<file path="config.mk">
export PLATFORM = sky130hd
export DESIGN_NAME = rgba_to_mono_bitplane_packer_core
export DESIGN_NICKNAME = d
export VERILOG_FILES = /design/src/design/rtmbp_pkg.sv /design/src/design/rgba_to_mono_bitplane_packer_core.sv /design/src/design/rtmbp_classify.sv /design/src/design/rtmbp_pack.sv
export VERILOG_INCLUDE_DIRS = /design/src /design/src/design
export SDC_FILE = /design/constraint.sdc
export NUM_CORES = 1
export LEC_CHECK = 0
export CORE_MARGIN = 3
export CORE_UTILIZATION = 49
export DETAILED_ROUTE_END_ITERATION = 10
export DONT_BUFFER_PORTS = 1
export MAX_ROUTING_LAYER = met4
export PLACE_DENSITY = 0.76
export SLEW_MARGIN = 40
export SYNTH_ARGS = -nofsm -noshare
export SYNTH_HDL_FRONTEND = slang
export SYNTH_HIERARCHICAL = 1
export SYNTH_SLANG_ARGS = --single-unit
</file>
<file path="constraint.sdc">
create_clock -name clk -period 7.41 [get_ports clk]
set_input_delay 0.3705 -clock clk [delete_from_list [all_inputs] [get_ports clk]]
set_output_delay 0.3705 -clock clk [all_outputs]
set_load 0.1 [all_outputs]
</file>
<file path="src/design/rgba_to_mono_bitplane_packer_core_assert.svh">
// Assertion macros used by the packer core RTL.
`ifndef RGBA_TO_MONO_BITPLANE_PACKER_CORE_ASSERT_SVH
`define RGBA_TO_MONO_BITPLANE_PACKER_CORE_ASSERT_SVH

// Same-cycle implication, checked outside reset.
`define RTMBP_ASSERT_IMP(label, clk, rst_n, ante, cons) \
	label: assert property (@(posedge clk) disable iff (!(rst_n)) (ante) |-> (cons)) \
		else $error("rtmbp assertion failed");

// Next-cycle implication, checked outside reset.
`define RTMBP_ASSERT_NXT(label, clk, rst_n, ante, cons) \
	label: assert property (@(posedge clk) disable iff (!(rst_n)) (ante) |=> (cons)) \
		else $error("rtmbp assertion failed");

`endif

</file>
<file path="src/design/rtmbp_pkg.sv">
package rtmbp_pkg;

	localparam int SAMPLE_W = 8;
	localparam int WORD_W   = 16;
	localparam int CFG_W    = 13;
	localparam int CHAN_W   = 3;
	localparam int REG_IDX_W = 2;

	// register indexes on the config port
	localparam logic [REG_IDX_W-1:0] REG_IMAGE_WIDTH   = 2'd0;
	localparam logic [REG_IDX_W-1:0] REG_IMAGE_HEIGHT  = 2'd1;
	localparam logic [REG_IDX_W-1:0] REG_CHANNEL_COUNT = 2'd2;

	// channel count codes
	localparam logic [CHAN_W-1:0] CH_NONE       = 3'd0;
	localparam logic [CHAN_W-1:0] CH_GRAY       = 3'd1;
	localparam logic [CHAN_W-1:0] CH_GRAY_ALPHA = 3'd2;
	localparam logic [CHAN_W-1:0] CH_RGB        = 3'd3;

	localparam logic [SAMPLE_W-1:0] ALPHA_CLEAR  = 8'd32;
	localparam logic [SAMPLE_W-1:0] ALPHA_OPAQUE = 8'd224;
	localparam logic [SAMPLE_W-1:0] INK_LEVEL    = 8'd224;
	localparam logic [SAMPLE_W-1:0] SAMPLE_MAX   = 8'd255;
	localparam logic [WORD_W-1:0]   WORD_MSB     = 16'h8000;

	localparam logic [CFG_W-1:0]  RST_WIDTH    = 13'd16;
	localparam logic [CFG_W-1:0]  RST_HEIGHT   = 13'd16;
	localparam logic [CHAN_W-1:0] RST_CHANNELS = 3'd4;

	typedef struct packed {
		logic [SAMPLE_W-1:0] s3;
		logic [SAMPLE_W-1:0] s2;
		logic [SAMPLE_W-1:0] s1;
		logic [SAMPLE_W-1:0] s0;
	} pixel_t;

	typedef struct packed {
		logic visible;
		logic ink;
	} pix_class_t;

	typedef struct packed {
		logic [CFG_W-1:0] width;
		logic [CFG_W-1:0] height;
	} dims_t;

endpackage

</file>
<file path="src/design/rgba_to_mono_bitplane_packer_core.sv">
// Channel  | Role   | Payload (low bit first)
// s_axis   | in     | tdata: sample_0, sample_1, sample_2, sample_3 (8 b each)
// m_axis   | out    | tdata: mask_word[15:0], data_word[31:16];
//          |        | tuser: row_end[0], image_end[1]
// cfg      | in     | cfg_index selects register, cfg_data carries value
//
// One pixel is taken per cycle unless a pixel that closes a word waits on
// a stalled output; such a pixel goes from the input register, loaded at
// the transfer, through classify and pack into the result register.
// arst_n clears counters, accumulators and valid flags; registers return
// to width 16, height 16, four channels.
// A stalled output only holds back a pixel that closes a word; other
// pixels keep flowing into the accumulators.
`include "rgba_to_mono_bitplane_packer_core_assert.svh"

module rgba_to_mono_bitplane_packer_core #(
	parameter int MAX_WIDTH  = 4096,
	parameter int MAX_HEIGHT = 4096
) (
	input  logic                            clk,
	input  logic                            arst_n,
	// pixel input
	input  logic                            s_axis_tvalid,
	output logic                            s_axis_tready,
	input  logic [31:0]                     s_axis_tdata,  // sample_0..sample_3
	// word pair output
	output logic                            m_axis_tvalid,
	input  logic                            m_axis_tready,
	output logic [31:0]                     m_axis_tdata,  // mask_word, data_word
	output logic [1:0]                      m_axis_tuser,  // row_end, image_end
	// register writes
	input  logic                            cfg_valid,
	output logic                            cfg_ready,
	input  logic [rtmbp_pkg::REG_IDX_W-1:0] cfg_index,
	input  logic [rtmbp_pkg::CFG_W-1:0]     cfg_data
);
	import rtmbp_pkg::*;

	dims_t             dims_q;
	logic [CHAN_W-1:0] channels_q;

	pixel_t            pix_s1;
	logic              valid_s1;
	logic              pack_ready;
	pix_class_t        cls;

	logic [WORD_W-1:0] mask_w, data_w;
	logic              row_end, image_end;

	// config: always ready, writes past the register list are dropped
	assign cfg_ready = 1'b1;

	always_ff @(posedge clk or negedge arst_n) begin
		if (!arst_n) begin
			dims_q.width  <= RST_WIDTH;
			dims_q.height <= RST_HEIGHT;
			channels_q    <= RST_CHANNELS;
		end else if (cfg_valid) begin
			case (cfg_index)
				REG_IMAGE_WIDTH:   dims_q.width  <= cfg_data;
				REG_IMAGE_HEIGHT:  dims_q.height <= cfg_data;
				REG_CHANNEL_COUNT: channels_q    <= cfg_data[CHAN_W-1:0];
				default: ;
			endcase
		end
	end

	// input register: refills in the same cycle it drains
	assign s_axis_tready = !valid_s1 || pack_ready;

	always_ff @(posedge clk or negedge arst_n) begin
		if (!arst_n) begin
			valid_s1 <= 1'b0;
		end else if (s_axis_tready) begin
			valid_s1 <= s_axis_tvalid;
		end
	end

	always_ff @(posedge clk) begin
		if (s_axis_tvalid && s_axis_tready) begin
			pix_s1 <= pixel_t'(s_axis_tdata);
		end
	end

	rtmbp_classify u_classify (
		.pix      (pix_s1),
		.channels (channels_q),
		.cls      (cls)
	);

	rtmbp_pack #(
		.MAX_WIDTH  (MAX_WIDTH),
		.MAX_HEIGHT (MAX_HEIGHT)
	) u_pack (
		.clk           (clk),
		.arst_n        (arst_n),
		.dims          (dims_q),
		.in_valid      (valid_s1),
		.in_ready      (pack_ready),
		.cls           (cls),
		.out_valid     (m_axis_tvalid),
		.out_ready     (m_axis_tready),
		.out_mask      (mask_w),
		.out_data      (data_w),
		.out_row_end   (row_end),
		.out_image_end (image_end)
	);

	assign m_axis_tdata = {data_w, mask_w};
	assign m_axis_tuser = {image_end, row_end};

	// a transfer in always lands in the input register
	`RTMBP_ASSERT_NXT(a_in_lands, clk, arst_n, s_axis_tvalid && s_axis_tready, valid_s1)
	// ink bits only where the pixel is visible
	`RTMBP_ASSERT_IMP(a_ink_visible, clk, arst_n, m_axis_tvalid, (data_w & ~mask_w) == '0)
	// image end only on a word pair that closes a row
	`RTMBP_ASSERT_IMP(a_image_row, clk, arst_n, m_axis_tvalid && image_end, row_end)

endmodule

</file>
<file path="src/design/rtmbp_classify.sv">
module rtmbp_classify (
	input  rtmbp_pkg::pixel_t            pix,
	input  logic [rtmbp_pkg::CHAN_W-1:0] channels,
	output rtmbp_pkg::pix_class_t        cls
);
	import rtmbp_pkg::*;

	logic [SAMPLE_W-1:0] r, g, b, a, mn_rg, mn;
	logic                opaque, all_black, all_white;

	always_comb begin
		case (channels) inside
			CH_NONE, CH_GRAY: begin
				r = pix.s0; g = pix.s0; b = pix.s0; a = SAMPLE_MAX;
			end
			CH_GRAY_ALPHA: begin
				r = pix.s0; g = pix.s0; b = pix.s0; a = pix.s1;
			end
			CH_RGB: begin
				r = pix.s0; g = pix.s1; b = pix.s2; a = SAMPLE_MAX;
			end
			default: begin
				r = pix.s0; g = pix.s1; b = pix.s2; a = pix.s3;
			end
		endcase
	end

	assign mn_rg     = (g < r) ? g : r;
	assign mn        = (b < mn_rg) ? b : mn_rg;
	assign opaque    = (a >= ALPHA_OPAQUE);
	assign all_black = (r == '0) && (g == '0) && (b == '0);
	assign all_white = (r == SAMPLE_MAX) && (g == SAMPLE_MAX) && (b == SAMPLE_MAX);

	always_comb begin
		if (a < ALPHA_CLEAR) begin
			cls.visible = 1'b0;
			cls.ink     = 1'b0;
		end else if (opaque && all_black) begin
			cls.visible = 1'b1;
			cls.ink     = 1'b1;
		end else if (opaque && all_white) begin
			cls.visible = 1'b1;
			cls.ink     = 1'b0;
		end else begin
			cls.visible = 1'b1;
			cls.ink     = (mn < INK_LEVEL);
		end
	end

endmodule

</file>
<file path="src/design/rtmbp_pack.sv">
module rtmbp_pack #(
	parameter int MAX_WIDTH  = 4096,
	parameter int MAX_HEIGHT = 4096
) (
	input  logic                         clk,
	input  logic                         arst_n,
	input  rtmbp_pkg::dims_t             dims,
	input  logic                         in_valid,
	output logic                         in_ready,
	input  rtmbp_pkg::pix_class_t        cls,
	output logic                         out_valid,
	input  logic                         out_ready,
	output logic [rtmbp_pkg::WORD_W-1:0] out_mask,
	output logic [rtmbp_pkg::WORD_W-1:0] out_data,
	output logic                         out_row_end,
	output logic                         out_image_end
);
	import rtmbp_pkg::*;

	localparam int COL_W  = $clog2(MAX_WIDTH);
	localparam int ROW_W  = (MAX_HEIGHT > 1) ? $clog2(MAX_HEIGHT) : 1;
	localparam int CMP_WA = (COL_W > ROW_W) ? COL_W : ROW_W;
	localparam int CMP_W  = ((CMP_WA > CFG_W) ? CMP_WA : CFG_W) + 1;
	localparam int POS_W  = $clog2(WORD_W);

	logic [COL_W-1:0]  col_q;
	logic [ROW_W-1:0]  row_q;
	logic [WORD_W-1:0] mask_q, data_q;
	logic [WORD_W-1:0] bit_sel, mask_nxt, data_nxt;
	logic [CMP_W-1:0]  w_raw, h_raw, w_eff, h_eff;
	logic              last_col, last_row, full, emit, advance;

	// dimension clamp: zero reads as one, oversize saturates
	assign w_raw = CMP_W'(dims.width);
	assign h_raw = CMP_W'(dims.height);
	assign w_eff = (w_raw == '0) ? CMP_W'(1) :
	               (w_raw > CMP_W'(MAX_WIDTH)) ? CMP_W'(MAX_WIDTH) : w_raw;
	assign h_eff = (h_raw == '0) ? CMP_W'(1) :
	               (h_raw > CMP_W'(MAX_HEIGHT)) ? CMP_W'(MAX_HEIGHT) : h_raw;

	assign last_col = CMP_W'(col_q) >= (w_eff - CMP_W'(1));
	assign last_row = CMP_W'(row_q) >= (h_eff - CMP_W'(1));
	assign full     = (col_q[POS_W-1:0] == {POS_W{1'b1}});
	assign emit     = last_col || full;

	assign bit_sel  = WORD_MSB >> col_q[POS_W-1:0];
	assign mask_nxt = cls.visible ? (mask_q | bit_sel) : mask_q;
	assign data_nxt = cls.ink ? (data_q | bit_sel) : data_q;

	// a pixel that closes no word moves on even while the output stalls
	assign in_ready = !emit || !out_valid || out_ready;
	assign advance  = in_valid && in_ready;

	always_ff @(posedge clk or negedge arst_n) begin
		if (!arst_n) begin
			col_q     <= '0;
			row_q     <= '0;
			mask_q    <= '0;
			data_q    <= '0;
			out_valid <= 1'b0;
		end else begin
			if (advance && emit) begin
				out_valid <= 1'b1;
			end else if (out_valid && out_ready) begin
				out_valid <= 1'b0;
			end
			if (advance) begin
				if (emit) begin
					mask_q <= '0;
					data_q <= '0;
					if (last_col) begin
						col_q <= '0;
						row_q <= last_row ? '0 : row_q + ROW_W'(1);
					end else begin
						col_q <= col_q + COL_W'(1);
					end
				end else begin
					mask_q <= mask_nxt;
					data_q <= data_nxt;
					col_q  <= col_q + COL_W'(1);
				end
			end
		end
	end

	// result payload, loaded only on an emitting pixel
	always_ff @(posedge clk) begin
		if (advance && emit) begin
			out_mask      <= mask_nxt;
			out_data      <= data_nxt;
			out_row_end   <= last_col;
			out_image_end <= last_col && last_row;
		end
	end

endmodule
</file>
Word-level counts from Yosys, hierarchy flattened
Cells that the tools add are included.
Word-level totals
  input port bits: 52
  output and inout bits: 37
  register bits after elaboration: 153
Operators by class
  bitwise logic cells: 2
  $add $sub $neg: 4
  shift operators: 1
  reductions and logical operators: 31
  equality and inequality tests: 9
  order comparisons: 9
  multiplexer cells: 25
Operator list (number)
  2-to-1 mux 8 bit: 9
  2-to-1 mux 16 bit: 4
  2-to-1 mux 12 bit: 3
  bitwise OR 16 bit: 2
  >= comparator 12 x 14 -> 1 bit: 2
  logical NOT 14 bit: 2
  2-to-1 mux 14 bit: 2
  subtractor 14 x 1 -> 14 bit, second input constant: 2
  > comparator 13 bit, second input constant: 2
  2-to-1 mux 13 bit: 2
  adder 12 x 1 -> 12 bit, second input constant: 2
  equality test 8 bit, second input constant: 3
  logical NOT 8 bit: 3
  less-than comparator 8 bit: 2
  >> shifter 16 x 4 -> 16 bit, first input constant: 1
  logical AND 1 bit: 11
  >= comparator 8 bit, second input constant: 1
  less-than comparator 8 x 6 -> 1 bit, second input constant: 1
  less-than comparator 8 bit, second input constant: 1
  equality test 3 x 2 -> 1 bit, second input constant: 2
  AND reduction 2 bit: 3
  equality test 4 bit, second input constant: 1
  logical OR 1 bit: 4
  2-to-1 mux 2 bit: 2
  other kinds (10): 14

Longest topological paths before layout
  depth after elaboration: 13
  depth in mapped cells: 23

Modules after synthesis
Netlist, hierarchy kept.
Modules (own cells, without submodules)
  rtmbp_pack: area an instance 5063.6 µm², instances 1, cells each 491
  rgba_to_mono_bitplane_packer_core: area an instance 2155.8 µm², instances 1, cells each 103
  rtmbp_classify: area an instance 641.9 µm², instances 1, cells each 108

Least setup slack after synthesis
OpenSTA, ideal clock, no wires.
  path type: reg-to-reg
  start point: register dims_q[20] (netlist bit)
  end point: register pix_s1[0] (netlist bit) (enable)
  data required time: 7.018 ns
  setup time: 0.392 ns
  path buffers: 3
  cell stages (with the launch flop): 20
  path slack: 1.731 ns
  arrival time: 5.287 ns
  clock period less this slack: 5.679 ns
  path through: dfrtp_1 > or4_1 > buf_2 > nor4_4 > a21oi_1 > or2_2 > ha_1 > clkbuf_1 > o21ai_0 > a22oi_1 > ha_1 > a211o_1 > o211ai_1 > o211ai_1 > a21oi_1 > or2_2 > buf_4 > a21o_1 > nand2b_1 > and2_1
Between the ends
  cells in the longest elaborated chain, start to end: 11
  elaborated cells on any way between the ends: 12
  classes of those cells: add/sub: 1; order compare: 2; mux: 2; reduce/logical: 7
RTL lines
  start, declared: line rgba_to_mono_bitplane_packer_core.sv:39  | dims_t dims_q;
  > comparator 13 bit: line rtmbp_pack.sv:37  | (w_raw > CMP_W'(MAX_WIDTH)) ? CMP_W'(MAX_WIDTH) : w_raw;
  2-to-1 mux 13 bit: line rtmbp_pack.sv:37
  2-to-1 mux 14 bit (*): line rtmbp_pack.sv:36  | assign w_eff = (w_raw == '0) ? CMP_W'(1) :
  subtractor 14 x 1 -> 14 bit (*): line rtmbp_pack.sv:41  | assign last_col = CMP_W'(col_q) >= (w_eff - CMP_W'(1));
  >= comparator 12 x 14 -> 1 bit (*): line rtmbp_pack.sv:41
  logical OR 1 bit (*): line rtmbp_pack.sv:44  | assign emit = last_col || full;
  logical NOT 1 bit (*): line rtmbp_pack.sv:51  | assign in_ready = !emit || !out_valid || out_ready;
  logical OR 1 bit (*) (2 in a row): line rtmbp_pack.sv:51
  net pack_ready: line rgba_to_mono_bitplane_packer_core.sv:44  | logic pack_ready;
  logical OR 1 bit (*): line rgba_to_mono_bitplane_packer_core.sv:69  | assign s_axis_tready = !valid_s1 || pack_ready;
  net s_axis_tready: line rgba_to_mono_bitplane_packer_core.sv:24  | output logic s_axis_tready,
  logical AND 1 bit (*): line rgba_to_mono_bitplane_packer_core.sv:80  | if (s_axis_tvalid && s_axis_tready) begin
  end signal, assigned: line rgba_to_mono_bitplane_packer_core.sv:81  | pix_s1 <= pixel_t'(s_axis_tdata);
  end, declared: line rgba_to_mono_bitplane_packer_core.sv:42  | pixel_t pix_s1;
The timed path passes the listed nets; every way through them passes the cells marked *.
A chain may end at the register's enable or synchronous reset.

Final worst setup path
  start point: register dims_q[20] (netlist bit)
  end point: register pix_s1[0] (netlist bit) (enable)
Between the ends
  cells in the longest elaborated chain, start to end: 11
  elaborated cells on any way between the ends: 12
  classes of those cells: add/sub: 1; order compare: 2; mux: 2; reduce/logical: 7
RTL lines (line)
  > comparator 13 bit: rtmbp_pack.sv:37
  2-to-1 mux 13 bit: rtmbp_pack.sv:37
  2-to-1 mux 14 bit (*): rtmbp_pack.sv:36
  subtractor 14 x 1 -> 14 bit (*): rtmbp_pack.sv:41
  >= comparator 12 x 14 -> 1 bit (*): rtmbp_pack.sv:41
  logical OR 1 bit (*): rtmbp_pack.sv:44
  logical NOT 1 bit (*): rtmbp_pack.sv:51
  logical OR 1 bit (*) (2 in a row): rtmbp_pack.sv:51
  net pack_ready: rgba_to_mono_bitplane_packer_core.sv:44
  logical OR 1 bit (*): rgba_to_mono_bitplane_packer_core.sv:69
  logical AND 1 bit (*): rgba_to_mono_bitplane_packer_core.sv:80
Marks and branches as above.

==> reports/results.txt <==
The tools report the worst relative slew slack as 0.4032. The largest net degree at the start of global routing is 88, and the count of standard-cell rows is 45. The detailed router used layers up to and including met4. The maximum count of clock buffers along a single path was 2. The first detailed-routing pass took 7 iterations. Once detail routing completed, the nets flagged for antenna violations numbered 0. The type of element capturing the critical path was a register. The detailed-routed wire length on met2 is 8117 microns, and the clock-pin transition on the worst setup and hold timing paths is 0.07 ns. The die covers 17280 sq um. The number of standard cells in the layout, taps in and fillers out is 924, and the proportion of layout cells with a drive suffix above 1 is 0.1533. The logs give 8658 sq um for the final standard cell area without fillers and 0 for the number of hold violations in the final report. For this run, design rule violations remaining after detail routing come to 0. Counting I/O delays and the setup requirement, the final critical path takes 5.399 ns.

The tools report the first-pass GRT wire length as 27390 microns. The tool flagged a number of max-cap violations equal to 0. For the final number of max-transition violations, the log shows 0. The share of power burned in the clock network is 0.300, and the synthesized area is 7711 sq um. The sequential fraction of design power came out at 0.428. In this run, the number of DRC markers left after iteration 0 of detailed routing was 400. In this run the clock root is driven by a clkbuf_16. Static timing analysis puts the maximum clock frequency at 185.2 MHz. The worst setup path is launched from a register. Setup repair after global routing left no endpoint under its margin. For the power share of the combinational group, the log shows 0.272. Detailed routing placed a total of 687 microns of wire on met3.

The H-tree depth came out at 4. Endpoint of the worst setup timing path: pix_s1[0]. The path class of the tightest hold or removal check is in -> reg. The tools report the total length of routed wires as 16200 microns.

The later pin in the worst-skew pair is clocked with a latency of 0.43 ns. During synthesis, Yosys emitted a total of 6 warnings. The number of ports placed on the die boundary was 89; the final clock period utilization by the worst path was 0.7286.

The floorplan die width is 131.4 microns. In this run the power density over the cells is 354.1 nW/um^2. In the final routing, the length of wire on met1 measures 7170 microns. Summed over all cells, the static leakage comes to 3.718 nW. For this design, the sink count on the clock tree is 148.

The switching fraction of total power came out at 0.3565. For the worst setup path, the data required time is 7.50 ns. The logs give 885 for the number of placed instances with taps included and 0 for the remaining global-route overflow. The overall routing resource usage came out at 0.2007. The number of cells on the worst reg-to-reg path was 18; the final worst clock skew was 0.01196 ns. The cell count after synthesis came out at 697. The final hold slack is 0.03921 ns, and the net switching power figure is 0.001093 W. Counting the buffers created by CTS gives 17. After floorplanning, the core was sized to cover 15310 sq um.

TritonCTS built the clock tree. In this run the cell area measured after placement is 7896 sq um. The total number of vias is 5426. The endpoint of the most critical register-to-register path was pix_s1[0]. In the final routed layout, each cell accounts on average for 17.53 microns.

The run gives 0.5035 as the starting density of the core. The logs give 5459 for the number of global-route vias before repair and 11280 microns for the placed wire-length estimate after detailed placement. For the worst setup path, the data arrival time is 5.48 ns. For the initial antenna violation count, the log shows 2. Across the VDD grid, the largest voltage drop is 0.2022 mV. The final layout contains 797 nets.

Setup slack on the worst reg-to-reg path comes out at 2.01 ns. The internal power component came out at 0.001973 W. At the end of routability-driven placement, the weighted congestion stood at 0.8471. Setup total negative slack on the finished layout was measured at 0 ns. Slew of the pin with the lowest slew margin: 0.8971 ns. The flow ran to the end, and the final reports show no timing, DRC or antenna violations. When the netlist entered floorplanning its net count stood at 796. During placement, the flow inserted port buffers numbering 0. The average size of a mapped cell came out at 11.06 sq um. The area growth from synthesis to layout is 12.28%. The die is 131.4 microns tall. The critical path starts at dims_q[20].

Final-report setup violation count: 0. In the routed layout, each cell is associated on average with a via count of 5.872. Type of the worst setup path: reg -> reg. Of all nets on the critical path, the largest fanout is 27. The worst register-to-register path begins at dims_q[20].
[critical path, stage by stage (launching register included)]
cell and delay [ns]:
dfrtp_1 0.42, or4_1 0.67, nor4_4 0.31, a21oi_1 0.11, or2_2 0.31, ha_1 0.36, o41ai_1 0.12, o21ai_0 0.14
a22oi_1 0.27, ha_1 0.30, and3_1 0.21, a41o_1 0.27, a21oi_1 0.24, or2_2 0.29, a21o_1 0.14, nand2b_1 0.10
buf_4 0.30, and2_1 0.18, buf_4 0.32
[registers in the layout (all words and copies together) (netlist names)]
signal,cells
channels_q,3
dims_q,26
pix_s1,27
u_pack/col_q,12
u_pack/data_q,16
u_pack/mask_q,16
u_pack/out_data,16
u_pack/out_image_end,1
u_pack/out_mask,16
u_pack/out_row_end,1
u_pack/out_valid,1
u_pack/row_q,12
valid_s1,1
[layout make-up]
cell class	instances	area, sq um
Antenna cell	2	5.005
Clock buffer	18	439.2
Clock inverter	14	203.9
Fill cell	1292	6656
Inverter	19	73.82
Multi-Input combinational cell	501	3486
Sequential cell	148	4014
Tap cell	211	264.0
Timing Repair Buffer	11	172.7
[power groups by stage]
stage          sequential [W]  combinational, W  clock (W)
2_1_floorplan         0.00127          0.000653          0
3_3_place_gp          0.00133          0.000738          0
3_5_place_dp          0.00133          0.000794          0
4_1_cts               0.00132          0.000815   0.000940
5_1_grt               0.00134          0.000946   0.000978
6_report              0.00131          0.000833   0.000921
[worst min path at each step]
stage / end / startpoint / cells after the start / slack (ns)
floorplan: channels_q[0] / arst_n / 0 / 0.07
global placement: u_pack/row_q[8] / arst_n / 0 / 0.08
detailed placement: u_pack/row_q[5] / arst_n / 0 / 0.08
CTS: pix_s1[31] / s_axis_tdata[31] / 0 / 0.02
global route: pix_s1[14] / s_axis_tdata[14] / 0 / 0.01
finish: pix_s1[14] / s_axis_tdata[14] / 0 / 0.04
[per-layer routing]
| metal | vias to the layer above | GRT usage |
|---|---|---|
| met3 | 18 | 0.05245 |
| met5 | - | - |
| met4 | 0 | 0.06068 |
| li1 | 2579 | - |
| met2 | 128 | 0.3212 |
| met1 | 2701 | 0.2527 |
[repair_timing]
| item | CTS | global route |
|---|---|---|
| endpoints found under the hold margin | 87 | 0 |
| hold buffers | 2 | 0 |
| gates resized for setup | 0 | 0 |
| buffers inserted | 0 | 0 |
[cells in the final DEF (no fill, tap or decap), drive strengths merged, types with 7 or more instances in the layout]
cell    instances
o21ai          31
a41oi           7
edfxtp         61
a21oi          25
nor4            8
mux2           29
a31o           11
dfrtp          84
and2            9
o21bai         11
clkbuf         21
inv            28
nor2           54
xnor2          11
a21o           11
nand2b         11
ha             47
nand2          76
or2            12
o211a          12
a31oi           8
buf             7
nor3           14
nand4           7
o211ai          8
nand3          24
nor2b           9
[stage by stage]
step	power (W)	setup slack (ns)	util
after floorplan	0.001927	1.848	-
after global placement	0.002069	2.095	0.5129
after detailed placement	0.002128	1.993	0.5156
after CTS	0.003076	1.988	0.5600
after global routing	0.003260	1.674	0.5654
final	0.003066	2.011	0.5654
No activity file was read; power rests on OpenSTA's default activity.
